<file path="config.mk">
export PLATFORM = sky130hd
export DESIGN_NAME = fcwd_front_flat
export DESIGN_NICKNAME = d
export VERILOG_FILES = /design/src/sv/fcwd_pkg.sv /design/src/sv/fcwd_in_if.sv /design/src/sv/fcwd_front.sv /design/src/flat_wrapper.sv
export SDC_FILE = /design/constraint.sdc
export NUM_CORES = 1
export LEC_CHECK = 0
export BUFFER_PORTS_ARGS = -buffer_cell sky130_fd_sc_hd__clkbuf_2
export CORE_MARGIN = 1.5
export CORE_UTILIZATION = 23
export DETAILED_ROUTE_END_ITERATION = 8
export GPL_ROUTABILITY_DRIVEN = 0
export PLACE_DENSITY = 0.79
export SYNTH_ARGS = -nofsm -noshare
export SYNTH_HDL_FRONTEND = slang
export SYNTH_SLANG_ARGS = --single-unit
</file>
<file path="constraint.sdc">
create_clock -name vclk -period 0.9
set_input_delay 0.09 -clock vclk [all_inputs]
set_output_delay 0.09 -clock vclk [all_outputs]
set_load 0.1 [all_outputs]
</file>
<file path="src/sv/fcwd_pkg.sv">
package fcwd_pkg;

	localparam int MAX_TAPS_DEF    = 1024;
	localparam int SAMPLE_BITS_DEF = 16;
	localparam int QUEUE_DEPTH     = 2;

	localparam int CMD_W         = 2;
	localparam int TAP_INDEX_W   = 10;
	localparam int TAP_COUNT_W   = 11;
	localparam int GAIN_W        = 16;
	localparam int MIX_W         = 17;
	localparam int CFG_DATA_W    = 17;
	localparam int CFG_INDEX_W   = 2;
	localparam int GAIN_FRAC     = 12;
	localparam int MIX_FRAC      = 16;
	localparam int OP_W          = 2;

	localparam logic [CMD_W-1:0] CMD_SAMPLE = 2'd0;
	localparam logic [CMD_W-1:0] CMD_TAP    = 2'd1;
	localparam logic [CMD_W-1:0] CMD_CLEAR  = 2'd2;

	localparam logic [CFG_INDEX_W-1:0] REG_TAP_COUNT = 2'd0;
	localparam logic [CFG_INDEX_W-1:0] REG_IR_GAIN   = 2'd1;
	localparam logic [CFG_INDEX_W-1:0] REG_WET_MIX   = 2'd2;

	localparam logic [GAIN_W-1:0] GAIN_RESET = 16'd4096;
	localparam logic [MIX_W-1:0]  MIX_ONE    = 17'h10000;

	typedef enum logic [OP_W-1:0] {
		OP_SAMPLE,
		OP_PASS,
		OP_TAP,
		OP_CLEAR
	} op_t;

	typedef enum logic [2:0] {
		ST_IDLE,
		ST_MAC,
		ST_DRAIN,
		ST_GAIN,
		ST_MIX,
		ST_OUT
	} bst_t;

	typedef struct packed {
		logic [TAP_COUNT_W-1:0] tap_count;
		logic [GAIN_W-1:0]      ir_gain;
		logic [MIX_W-1:0]       wet_mix;
	} cfg_t;

	typedef struct packed {
		logic pop;
		op_t  op;
		logic load;
		bst_t st;
	} bstat_t;

endpackage

</file>
<file path="src/sv/fcwd_in_if.sv">
interface fcwd_in_if #(
	parameter int SAMPLE_BITS = fcwd_pkg::SAMPLE_BITS_DEF
) ();
	import fcwd_pkg::*;

	logic                          valid;
	logic                          ready;
	logic [CMD_W-1:0]              cmd;
	logic signed [SAMPLE_BITS-1:0] sample_in;
	logic [TAP_INDEX_W-1:0]        tap_index;
	logic signed [SAMPLE_BITS-1:0] tap_value;

	modport source (output valid, cmd, sample_in, tap_index, tap_value, input ready);
	modport sink (input valid, cmd, sample_in, tap_index, tap_value, output ready);

endinterface

</file>
<file path="src/sv/fcwd_front.sv">
module fcwd_front #(
	parameter int MAX_TAPS    = fcwd_pkg::MAX_TAPS_DEF,
	parameter int SAMPLE_BITS = fcwd_pkg::SAMPLE_BITS_DEF
) (
	fcwd_in_if.sink                                   item,
	input  logic [fcwd_pkg::TAP_COUNT_W-1:0]          tap_count,
	input  logic                                      full,
	output logic                                      push,
	output logic [fcwd_pkg::OP_W+SAMPLE_BITS+$clog2(MAX_TAPS)-1:0] push_data
);
	import fcwd_pkg::*;

	localparam int AW = $clog2(MAX_TAPS);

	op_t                    op;
	logic                   keep;
	logic [SAMPLE_BITS-1:0] word;

	always_comb begin
		op   = OP_SAMPLE;
		keep = 1'b0;
		word = item.sample_in;
		case (item.cmd)
			CMD_SAMPLE: begin
				keep = 1'b1;
				op   = (tap_count == '0) ? OP_PASS : OP_SAMPLE;
			end
			CMD_TAP: begin
				keep = (32'(item.tap_index) < 32'(MAX_TAPS));
				op   = OP_TAP;
				word = item.tap_value;
			end
			CMD_CLEAR: begin
				keep = 1'b1;
				op   = OP_CLEAR;
			end
			default: begin
				keep = 1'b0;
			end
		endcase
	end

	assign item.ready = !full;
	assign push       = item.valid && !full && keep;
	assign push_data  = {op, word, AW'(item.tap_index)};

endmodule

</file>
<file path="src/flat_wrapper.sv">
// flat-port wrapper written by rule: the top's interface ports become plain ports
module fcwd_front_flat import fcwd_pkg::*;
#(
	parameter int MAX_TAPS    = fcwd_pkg::MAX_TAPS_DEF,
	parameter int SAMPLE_BITS = fcwd_pkg::SAMPLE_BITS_DEF
)
  (tap_count, full, push, push_data, item_valid, item_cmd, item_sample_in, item_tap_index, item_tap_value, item_ready);
  fcwd_in_if #(.SAMPLE_BITS(SAMPLE_BITS)) item_i ();
  input  logic [fcwd_pkg::TAP_COUNT_W-1:0] tap_count;
  input  logic full;
  output logic push;
  output logic [fcwd_pkg::OP_W+SAMPLE_BITS+$clog2(MAX_TAPS)-1:0] push_data;
  input wire logic [$bits(item_i.valid)-1:0] item_valid;
  input wire logic [$bits(item_i.cmd)-1:0] item_cmd;
  input wire logic [$bits(item_i.sample_in)-1:0] item_sample_in;
  input wire logic [$bits(item_i.tap_index)-1:0] item_tap_index;
  input wire logic [$bits(item_i.tap_value)-1:0] item_tap_value;
  output wire logic [$bits(item_i.ready)-1:0] item_ready;
  assign item_i.valid = item_valid;
  assign item_i.cmd = item_cmd;
  assign item_i.sample_in = item_sample_in;
  assign item_i.tap_index = item_tap_index;
  assign item_i.tap_value = item_tap_value;
  assign item_ready = item_i.ready;
  fcwd_front #(.MAX_TAPS(MAX_TAPS), .SAMPLE_BITS(SAMPLE_BITS)) u_core (.item(item_i), .tap_count(tap_count), .full(full), .push(push), .push_data(push_data));
endmodule
</file>
# == Yosys cells after proc, flatten, opt, wreduce, memory -nomap -nowiden ==
# Cells that the tools add are included.
# word_totals
out_inout_bits,30
inputBits,57
ff_bits,0
# op_classes
eq_ne,2
n_reduce_logical,6
muxes,4
# ops
cell,count
two-way mux 16 bit,1
zero test 11 bit,1
one-hot mux 2 bit (3 select lines),1
OR reduction 3 bit,1
== test 2 x 1 -> 1 bit (second input constant),1
== test 2 bit (second input constant),1
logical AND 1 bit,2
zero test 2 bit,1
two-way mux 1 bit,2
zero test 1 bit,1

# == Longest topological paths before layout ==
# depth
word_depth,4
depth_mapped,5

# == Worst setup path after synthesis ==
# No wires, ideal clock.
# synth_timing
kind,input port to output port
start,input port item_cmd[0]
end,output port push
t_arrival_ns,2.467
cell_stages,2
path_slack_ns,-1.657
path_buffers,0
t_required_ns,0.810
path_cell_list,ha_1 nor3b_1
# synth_between
elab_chain_cells,4
word_cells_on_any_way,6
# synth_lines
element,line,text
"start, declared",flat_wrapper.sv:14,input wire logic [$bits(item_i.cmd)-1:0] item_cmd;
== test 2 x 1 -> 1 bit (tied with other cells),fcwd_front.sv:23,case (item.cmd)
OR reduction 3 bit (no source line) *,n/a,
two-way mux 1 bit *,fcwd_front.sv:23,
logical AND 1 bit *,fcwd_front.sv:44,assign push = item.valid && !full && keep;
"end, declared",flat_wrapper.sv:11,output logic push;
# Every way passes the cells marked *; elsewhere a longest branch is shown, timed or not.

# == Worst setup path after layout ==
# layout_timing
start,input port item_cmd[1]
end,output port push_data[22] (netlist bit)
# layout_between
elab_chain_cells,2
# layout_lines
element,line,text
== test 2 x 1 -> 1 bit,fcwd_front.sv:23,
two-way mux 16 bit,fcwd_front.sv:23,
"end, declared",flat_wrapper.sv:12,output logic [fcwd_pkg::OP_W+SAMPLE_BITS+$clog2(MAX_TAPS)-1:0] push_data;
# No other way between the ends.

==> results.sh <==
export IMPL_final_cell_mix="45 x clkbuf_2, 21 x buf_12, 16 x mux2_4"
export IMPL_io_buffer_count=67
export IMPL_setup_viol=18
export IMPL_worstPathCellList="clkbuf_16, inv_16, ha_4, buf_12, mux2_4, buf_12"
export IMPL_crit_fanout=11
export IMPL_fp_dieW_um=45.6
export IMPL_seq_area_frac_synth_pct=0
export IMPL_io_pins=87
export IMPL_switching_share_pct=57.8
export IMPL_layout_commonest_cell="clkbuf_2"
export IMPL_syn_inst=40
export IMPL_syn_num_nets=100
export IMPL_whs_ns=0.180
export IMPL_hpwlAfterDp_um=1450
export IMPL_timing_final_hold_violations=0
export IMPL_cp_arrival_ns=1.07
export IMPL_slew_violations=0
export IMPL_regArea_sq_um=0
export IMPL_max_clock_freq_ghz=0.865
export IMPL_syn_avg_cell_area_sq_um=10.4
export IMPL_tightest_slew_ns=0.264
export IMPL_power_density_nw_per_um2=958
export IMPL_path_common_cell="buf_12"
export IMPL_p_int_uw=498
export IMPL_hp_class="in -> out"
export IMPL_crit_path_max_incr_delay_ns=0.32
export IMPL_relSlewSlack_pct=82.3
export IMPL_setup_ws_ns=-0.257
export IMPL_drtPass1Iterations=2
export IMPL_dp_cells=123
export IMPL_critical_path_class="in -> out"
export IMPL_drive_gt1_share_pct=99.0
export IMPL_initialDrtViolationCount=1
export IMPL_area_growth_pct=195
export IMPL_setup_tns_ns=-4.34
export IMPL_cap_violations=0
export IMPL_rsz0062_at_grt="true"
export IMPL_grt_max_degree=12
export IMPL_coreArea_sq_um=1710
export IMPL_drtAntennaViolNets=0
export IMPL_drc=0
export IMPL_grt_antenna_before_repair=0
export IMPL_critPathLaunchType="primary input"
export IMPL_violations="negative setup slack"
export IMPL_wirelength_um=1640
export IMPL_first_global_vias=531
export IMPL_grt_pass1_wl_um=2260
export IMPL_rows=15
export IMPL_diodes=0
export IMPL_fp_dieH_um=45.6
export IMPL_p_total_mw=1.18
export IMPL_viasPerCell=4.32
export IMPL_seqPwrFrac_pct=0
export IMPL_syn_area_sq_um=418
export IMPL_clock_buffers=0
export IMPL_status="finished, violations left"
export IMPL_critPathSlowestCell="mux2_4"
export IMPL_overflow=0
export IMPL_p_comb_share_pct=100.0
export IMPL_power_switching_uw=681
export IMPL_initial_core_util_pct=24.5
export IMPL_p_leak_nw=0.630
export IMPL_final_util_pct=72.1
export IMPL_crit_path_end_kind="output port"
export IMPL_grt_use_total_pct=14.5
export IMPL_ir_drop_v=0.000534
export IMPL_fin_crit_sh_pct=129
export IMPL_p_clk_share_pct=0
export IMPL_seq_cell_count=0
export IMPL_yosysWarnings=0
export IMPL_ys_types=12
export IMPL_finalCriticalPeriod_ns=1.16
export IMPL_final_nets=165
export IMPL_worst_ep_required_time_ns=0.81
export IMPL_final_cells=128
export IMPL_num_vias=553
export IMPL_wl_per_cell_um=12.8
export IMPL_fp_dieArea_sq_um=2080
==> worst max-delay path, delay by kind of cell <==
| family | cells | cell delay (ns) |
|---|---|---|
| buf+inv | 4 | 0.51 |
| fa+ha+maj | 1 | 0.15 |
| mux | 1 | 0.32 |
==> synthesized netlist by cell type <==
library cell | n | area [sq um]
nor2b_1 | 1 | 6.26
ha_1 | 3 | 37.5
a41o_1 | 1 | 10.0
buf_4 | 10 | 75.1
buf_6 | 1 | 11.3
nor4b_1 | 1 | 8.76
inv_1 | 3 | 11.3
mux2_2 | 6 | 67.6
buf_12 | 1 | 20.0
mux2_4 | 10 | 150
nor4_1 | 2 | 12.5
nor3b_1 | 1 | 7.51
==> area by class of cell <==
type / instances / area [sq um]
inverters: 3 / 32.5
multi-input cells: 25 / 418
fillers: 107 / 477
well taps: 25 / 31.3
repair buffers: 75 / 749
==> stage by stage <==
stage	instance area [sq um]	worst slack [ns]
floorplan	549	-0.270
global placement	1130	-0.384
detailed placement	1130	-0.404
CTS	1220	-0.252
global route	1230	-0.281
finish	1230	-0.257
==> cell families after synthesis <==
logic type / after synthesis / synth area share, %
AND/OR/NAND/NOR: 5 / 8.38
buffers and inverters: 15 / 28.1
adder cells (fa/ha/maj): 3 / 8.98
AO/OA/AOI/OAI: 1 / 2.40
multiplexers: 16 / 52.1
==> power by group through the flow <==
stage | sequential, mW | clock, mW | combinational, mW
floorplan | 0 | 0 | 0.908
global placement | 0 | 0 | 1.12
detailed placement | 0 | 0 | 1.14
CTS | 0 | 0 | 1.18
global route | 0 | 0 | 1.21
finish | 0 | 0 | 1.18
==> final timing paths <==
path,from,to,slack (ns),cells past startpoint
worst max-delay path,item_cmd[1],push_data[22],-0.26,6
worst min-delay path,item_tap_index[0],push_data[0],0.18,0
==> what timing repair did <==
item	CTS	global route
pin swaps	2	2
hold endpoints to repair	0	0
hold buffers	0	0
setup buffers	5	1
gates cloned	0	0
gates resized for setup	7	4
setup endpoints to repair	18	18
==> metal layers <==
metal	global-route usage [%]	vias up	part of all wire [%]	routed length, um
met3	5.16	0	20	334
met2	29.9	61	49	806
met1	14.1	233	30	494
li1	-	259	-	-
met5	0	-	0	0
met4	0	0	0	0
Power figures use the tool's default switching activity.
