**config.mk**
```make
export PLATFORM = sky130hd
export DESIGN_NAME = fcwd_fifo
export DESIGN_NICKNAME = d
export VERILOG_FILES = /design/src/sv/fcwd_pkg.sv /design/src/sv/fcwd_fifo.sv
export SDC_FILE = /design/constraint.sdc
export NUM_CORES = 1
export LEC_CHECK = 0
export ABC_CLOCK_PERIOD_IN_PS = 2600
export BUFFER_PORTS_ARGS = -buffer_cell sky130_fd_sc_hd__buf_4
export CORE_MARGIN = 2
export CORE_UTILIZATION = 40
export CTS_BUF_LIST = sky130_fd_sc_hd__clkbuf_8
export DETAILED_ROUTE_END_ITERATION = 7
export GPL_TIMING_DRIVEN = 1
export PLACE_DENSITY = 0.63
export SLEW_MARGIN = 25
export SYNTH_ARGS = -nofsm -noshare
export SYNTH_HDL_FRONTEND = slang
export SYNTH_SLANG_ARGS = --single-unit
```
**constraint.sdc**
```tcl
create_clock -name clk -period 2.6 [get_ports clk]
set_input_delay 0.52 -clock clk [delete_from_list [all_inputs] [get_ports clk]]
set_output_delay 0.52 -clock clk [all_outputs]
set_load 0.01 [all_outputs]
```
**src/sv/fcwd_pkg.sv**
```systemverilog
package fcwd_pkg;

	localparam int MAX_TAPS_DEF    = 1024;
	localparam int SAMPLE_BITS_DEF = 16;
	localparam int QUEUE_DEPTH     = 2;

	localparam int CMD_W         = 2;
	localparam int TAP_INDEX_W   = 10;
	localparam int TAP_COUNT_W   = 11;
	localparam int GAIN_W        = 16;
	localparam int MIX_W         = 17;
	localparam int CFG_DATA_W    = 17;
	localparam int CFG_INDEX_W   = 2;
	localparam int GAIN_FRAC     = 12;
	localparam int MIX_FRAC      = 16;
	localparam int OP_W          = 2;

	localparam logic [CMD_W-1:0] CMD_SAMPLE = 2'd0;
	localparam logic [CMD_W-1:0] CMD_TAP    = 2'd1;
	localparam logic [CMD_W-1:0] CMD_CLEAR  = 2'd2;

	localparam logic [CFG_INDEX_W-1:0] REG_TAP_COUNT = 2'd0;
	localparam logic [CFG_INDEX_W-1:0] REG_IR_GAIN   = 2'd1;
	localparam logic [CFG_INDEX_W-1:0] REG_WET_MIX   = 2'd2;

	localparam logic [GAIN_W-1:0] GAIN_RESET = 16'd4096;
	localparam logic [MIX_W-1:0]  MIX_ONE    = 17'h10000;

	typedef enum logic [OP_W-1:0] {
		OP_SAMPLE,
		OP_PASS,
		OP_TAP,
		OP_CLEAR
	} op_t;

	typedef enum logic [2:0] {
		ST_IDLE,
		ST_MAC,
		ST_DRAIN,
		ST_GAIN,
		ST_MIX,
		ST_OUT
	} bst_t;

	typedef struct packed {
		logic [TAP_COUNT_W-1:0] tap_count;
		logic [GAIN_W-1:0]      ir_gain;
		logic [MIX_W-1:0]       wet_mix;
	} cfg_t;

	typedef struct packed {
		logic pop;
		op_t  op;
		logic load;
		bst_t st;
	} bstat_t;

endpackage

```
**src/sv/fcwd_fifo.sv**
```systemverilog
module fcwd_fifo #(
	parameter int WIDTH = 8,
	parameter int DEPTH = fcwd_pkg::QUEUE_DEPTH
) (
	input  logic             clk,
	input  logic             arst_n,
	input  logic             push,
	input  logic [WIDTH-1:0] push_data,
	output logic             full,
	input  logic             pop,
	output logic [WIDTH-1:0] pop_data,
	output logic             valid
);

	localparam int PW   = $clog2(DEPTH);
	localparam int CNTW = $clog2(DEPTH + 1);

	logic [WIDTH-1:0] slot_q [DEPTH];
	logic [PW-1:0]    wr_q;
	logic [PW-1:0]    rd_q;
	logic [CNTW-1:0]  cnt_q;

	assign full     = (cnt_q == CNTW'(DEPTH));
	assign valid    = (cnt_q != '0);
	assign pop_data = slot_q[rd_q];

	always_ff @(posedge clk) begin
		if (push) begin
			slot_q[wr_q] <= push_data;
		end
	end

	always_ff @(posedge clk or negedge arst_n) begin
		if (!arst_n) begin
			wr_q  <= '0;
			rd_q  <= '0;
			cnt_q <= '0;
		end else begin
			if (push) begin
				wr_q <= (wr_q == PW'(DEPTH - 1)) ? '0 : wr_q + PW'(1);
			end
			if (pop) begin
				rd_q <= (rd_q == PW'(DEPTH - 1)) ? '0 : rd_q + PW'(1);
			end
			case ({push, pop})
				2'b10: begin
					cnt_q <= cnt_q + CNTW'(1);
				end
				2'b01: begin
					cnt_q <= cnt_q - CNTW'(1);
				end
				default: begin
					cnt_q <= cnt_q;
				end
			endcase
		end
	end

endmodule

```
### After elaboration in Yosys (flattened, before gate mapping)

Memory sizes are Yosys's and may differ from the RTL's.
Cells that the tools add are included.

| storage, ports and cells | value |
|---|---|
| memories | 1 |
| memory bits (read-only) | 0 |
| logic and storage cells | 18 |
| register bits after elaboration | 4 |
| RAM bits | 16 |
| latch bits | 0 |
| output and inout bits | 10 |

| cells by class | value |
|---|---|
| magnitude comparators | 0 |
| shift operators | 0 |
| multiplexer cells | 5 |
| add/sub/neg operators | 4 |
| reduce and logical (&&, ||, !) cells | 2 |
| multiply operators | 0 |
| bitwise logic cells | 0 |
| equal/unequal tests | 3 |
| div/mod/pow operators | 0 |

Memories:

| name | depth | bits a word | rd ports | clocked after Yosys merged registers in | write ports | RTL line | source |
|---|---|---|---|---|---|---|---|
| slot_q | 2 | 8 | 1 | 0 | 1 | fcwd_fifo.sv:18 | `logic [WIDTH-1:0] slot_q [DEPTH];` |

Operator list:

| operator | count |
|---|---|
| == test 2 bit (second input constant) | 2 |
| 2-to-1 mux 1 bit | 4 |
| case mux 2 bit (2 select lines) | 1 |
| nonzero test 2 bit | 2 |
| adder 1 bit (second input constant) | 2 |
| adder 2 x 1 -> 2 bit (second input constant) | 1 |
| == test 2 x 1 -> 1 bit (second input constant) | 1 |
| subtractor 2 x 1 -> 2 bit (second input constant) | 1 |

### Longest topological paths before layout

| logic depth | value |
|---|---|
| depth in word-level cells | 2 |
| gate-level depth with buffers | 5 |

### Worst setup path before layout

No wires, ideal clock.

| path | value |
|---|---|
| kind | reg2out |
| from | register rd_q |
| to | output port pop_data[0] |
| stages on the path, launching flop included | 3 |
| path buffers | 1 |
| arrival time | 857 ps |
| setup slack | 1,223 ps |
| path through | dfrtp_1 -> buf_2 -> mux2_2 |

| between the ends | value |
|---|---|
| longest elaborated chain between the ends | 1 |

Ends and longest elaborated chain:

| item | RTL line | source |
|---|---|---|
| start, declared | fcwd_fifo.sv:20 | `logic [PW-1:0] rd_q;` |
| start signal, assigned | fcwd_fifo.sv:43 | `rd_q <= (rd_q == PW'(DEPTH - 1)) ? '0 : rd_q + PW'(1);` |
| memory (2 x 8 bit) | n/a |  |
| end, declared | fcwd_fifo.sv:11 | `output logic [WIDTH-1:0] pop_data,` |

No other way between the ends.

### Final worst setup path

| path | value |
|---|---|
| from | register rd_q |
| to | output port pop_data[2] |

The elaborated chain is that of the path after synthesis.

==> run_summary.xml <==
<?xml version="1.0" encoding="UTF-8"?>
<metrics>
  <group name="layout">
    <metric name="stdcell_area" unit="µm²">1020</metric>
    <metric name="finalNonFillerCells" unit="">90</metric>
    <metric name="syn_to_final_growth" unit="%">33.4</metric>
    <metric name="antenna_cells" unit="">0</metric>
    <metric name="combined_area_of_the_multi_input_logic_cells" unit="µm²">175</metric>
    <metric name="fillers" unit="">147</metric>
    <metric name="nNetsFinal" unit="">79</metric>
    <metric name="seq_cell_area" unit="µm²">581</metric>
    <metric name="drive_above_1_share" unit="">0.538</metric>
  </group>
  <group name="die">
    <metric name="io_pins" unit="">22</metric>
    <metric name="row_count" unit="">15</metric>
    <metric name="dieHeight" unit="µm">47.7</metric>
    <metric name="floorplan.core_area" unit="µm²">1760</metric>
    <metric name="die_w" unit="µm">47.7</metric>
    <metric name="start_util" unit="">0.433</metric>
    <metric name="die-area" unit="µm²">2280</metric>
  </group>
  <group name="sta">
    <metric name="grt_setup_unrepaired" unit="">false</metric>
    <metric name="fin_hold_ws" unit="ns">0.0426</metric>
    <metric name="fin_worst_skew" unit="ns">0.000713</metric>
    <metric name="timing.slew.headroom" unit="">0.510</metric>
    <metric name="timing.final.max_slew_violations" unit="">0</metric>
    <metric name="finalCritPeriodShare" unit="">0.733</metric>
    <metric name="timing_hold_violations_final" unit="">0</metric>
    <metric name="timing.setup.tns" unit="ns">0</metric>
    <metric name="period_minus_slack" unit="ns">1.90</metric>
    <metric name="finalSetupViolCount" unit="">0</metric>
    <metric name="max_clock_freq" unit="GHz">0.525</metric>
    <metric name="timing_worst_slew_pin_value" unit="ns">0.733</metric>
  </group>
  <group name="drt">
    <metric name="dr.first_iter.drc_count" unit="">8</metric>
    <metric name="routedWlPerCell" unit="µm">12.8</metric>
    <metric name="detailroute.via_count" unit="">410</metric>
    <metric name="total_detailed_routing_wirelength" unit="µm">1150</metric>
    <metric name="detail_route.first_pass.iterations" unit="">5</metric>
    <metric name="via_to_cell_ratio" unit="">4.56</metric>
    <metric name="antenna_violating_nets_post_route" unit="">0</metric>
    <metric name="route.detailed.drc" unit="">0</metric>
  </group>
  <group name="global_routing">
    <metric name="grt_pass1_vias" unit="">410</metric>
    <metric name="globalRouteTotalUtil" unit="">0.124</metric>
    <metric name="overflow" unit="">0</metric>
    <metric name="grt_max_degree" unit="">13</metric>
    <metric name="wire_length_of_the_first_global_routing_pass" unit="µm">1820</metric>
    <metric name="antenna_violations_before_repair" unit="">0</metric>
  </group>
  <group name="synth">
    <metric name="yosysTopAreaCell" unit="">edfxtp_1</metric>
    <metric name="synth_edf_count" unit="">16</metric>
    <metric name="synth_fa_ha_area_frac" unit="">0.0164</metric>
    <metric name="syn-cell-area" unit="µm²">764</metric>
    <metric name="synth-simple-area-share" unit="">0.0376</metric>
    <metric name="ys_seq_area_frac" unit="">0.759</metric>
    <metric name="synth-compound-area-share" unit="">0</metric>
    <metric name="synth.most_common_cell" unit="">edfxtp_1</metric>
    <metric name="synth.top_cells.by_area" unit="">edfxtp_1 63%, dfrtp_1 13%, mux2_2 12%, xor2_1 3.4%, xnor2_1 2.3%</metric>
    <metric name="number_of_warnings_reported_in_the_yosys_synthesis_log" unit="">0</metric>
    <metric name="synth_ff_type" unit="">edfxtp_1</metric>
    <metric name="synth_xor_area_frac" unit="">0.0573</metric>
    <metric name="synthesis.area_per_instance" unit="µm²">18.6</metric>
    <metric name="muxShareOfSynthArea" unit="">0.118</metric>
    <metric name="synthDistinctLibCells" unit="">12</metric>
    <metric name="synth_top_family_by_area" unit="">multiplexers</metric>
    <metric name="synth-async-reset-ratio" unit="">0.200</metric>
    <metric name="synthCells" unit="">41</metric>
    <metric name="synth_nets" unit="">54</metric>
    <metric name="synth_top_cell_area_share" unit="">0.628</metric>
    <metric name="synth.top_cells.by_count" unit="">16 x edfxtp_1, 8 x mux2_2, 4 x dfrtp_1</metric>
    <metric name="ys_ff_latch" unit="">20</metric>
  </group>
  <group name="placement">
    <metric name="post-place-cells" unit="">86</metric>
    <metric name="hpwlAfterDp" unit="µm">830</metric>
    <metric name="place_congestion" unit="">0.619</metric>
    <metric name="placed_area" unit="µm²">948</metric>
    <metric name="placement.io_buffers" unit="">21</metric>
  </group>
  <group name="pwr">
    <metric name="share_seq_of_total_power" unit="">0.446</metric>
    <metric name="net-switching-power" unit="W">0.000287</metric>
    <metric name="power.share.combinational" unit="">0.279</metric>
    <metric name="max-vdd-ir-drop" unit="V">0.000514</metric>
    <metric name="power_density" unit="nW/µm²">1090</metric>
    <metric name="pwr-share-clk" unit="">0.275</metric>
    <metric name="fin_total_pwr" unit="W">0.00111</metric>
    <metric name="swShare" unit="">0.258</metric>
    <metric name="internal-power" unit="W">0.000827</metric>
    <metric name="total_leakage_power" unit="nW">0.409</metric>
  </group>
  <group name="clock_network">
    <metric name="cts.repair.resized" unit="">0</metric>
    <metric name="hold_buffers" unit="">0</metric>
    <metric name="post_cts_buffers" unit="">0</metric>
    <metric name="tritoncts_buffer_count" unit="">3</metric>
    <metric name="clock-root-buffer" unit="">clkbuf_8</metric>
    <metric name="clkSlewWorstSetupHoldPaths" unit="ns">0.07</metric>
    <metric name="clk_latency" unit="ns">0.26</metric>
    <metric name="clock_tree.buffer_depth" unit="">2</metric>
    <metric name="clkSinkCount" unit="">20</metric>
    <metric name="cts_tree" unit="">done</metric>
    <metric name="cts.htree.levels" unit="">1</metric>
  </group>
  <group name="worst_setup_path">
    <metric name="cp_max_fo" unit="">9</metric>
    <metric name="rr_worst_depth" unit="">1</metric>
    <metric name="cp_data_arrival_time" unit="ns">1.38</metric>
    <metric name="worst_setup_path_start_kind" unit="">flip-flop</metric>
    <metric name="worstSetupEndpointType" unit="">primary output</metric>
    <metric name="critPathRequiredTime" unit="ns">2.08</metric>
    <metric name="criticalPathCategory" unit="">reg -&gt; out</metric>
  </group>
  <group name="outcome">
    <metric name="status" unit="">completed</metric>
  </group>
  <group name="run">
    <metric name="cap_viol_max_count" unit="">0</metric>
  </group>
  <group name="worst_hold_path">
    <metric name="hold_class" unit="">in -&gt; async</metric>
  </group>
</metrics>
registers in the layout (all words and copies together) (netlist names):
name / count
slot_q: 16
wr_q: 1
cnt_q: 2
rd_q: 1
worst paths after layout:
| kind | end | slack, ns | start |
|---|---|---|---|
| min in group clk | slot_q[1][4] | 0.44 | push_data[4] |
| worst min register to register | cnt_q[1] | 0.49 | cnt_q[1] |
| worst min-delay path | cnt_q[0] | 0.04 | arst_n |
| max in group asynchronous | cnt_q[1] | 2.46 | arst_n |
| worst max-delay path | pop_data[2] | 0.70 | rd_q |
| worst max register to register | slot_q[0][0] | 1.25 | wr_q |
layer usage:
| metal | up-vias | track usage | routed length [µm] |
|---|---|---|---|
| met5 | - | 0 | 0 |
| met2 | 17 | 0.176 | 543 |
| met3 | 2 | 0.0453 | 90 |
| met1 | 195 | 0.159 | 492 |
| li1 | 196 | - | - |
| met4 | 0 | 0.0811 | 27 |
power groups by stage:
stage / Clock [W] / Combinational [W] / Sequential [W]
6_report: 0.000306 / 0.000311 / 0.000497
3_5_place_dp: 0 / 0.000317 / 0.000505
3_3_place_gp: 0 / 0.000311 / 0.000500
2_1_floorplan: 0 / 0.000206 / 0.000467
5_1_grt: 0.000328 / 0.000343 / 0.000506
4_1_cts: 0.000315 / 0.000317 / 0.000498
through the flow:
step / utilization / worst slack [ns]
2_1_floorplan: - / 1.22
3_3_place_gp: 0.538 / 0.984
3_5_place_dp: 0.538 / 0.940
4_1_cts: 0.578 / 0.690
5_1_grt: 0.578 / 0.649
6_report: 0.578 / 0.695
layout by cell type, fill, tap and decap left out:
cell and count:
xnor2_1 2, bufinv_16 1, and2b_2 1, ha_1 1
inv_1 1, or2_2 1, mux2_2 8, and2_1 1
buf_4 21, xor2_1 3, edfxtp_1 16, dfrtp_1 4
clkbuf_8 3, nor2_1 2
cell type report:
type                            instances  area share
Tap cell                               25      0.0307
Clock inverter                          1      0.0294
Sequential cell                        20       0.569
Clock buffer                            3      0.0405
Multi-Input combinational cell         19       0.172
Inverter                                1     0.00368
Timing Repair Buffer                   21       0.155
cell families (layout without fill, tap and decap cells):
kind of cell,count (synthesis),count (layout)
AND/OR/NAND/NOR,5,5
flip-flops,20,20
XOR/XNOR,5,5
buffers and inverters,2,26
multiplexers,8,8
adder cells (fa/ha/maj),1,1
critical path: stages (launching register included):
cell and delay (ns):
dfrtp_1 0.59, mux2_2 0.39, buf_4 0.14
(Power assumes the default switching activity.)
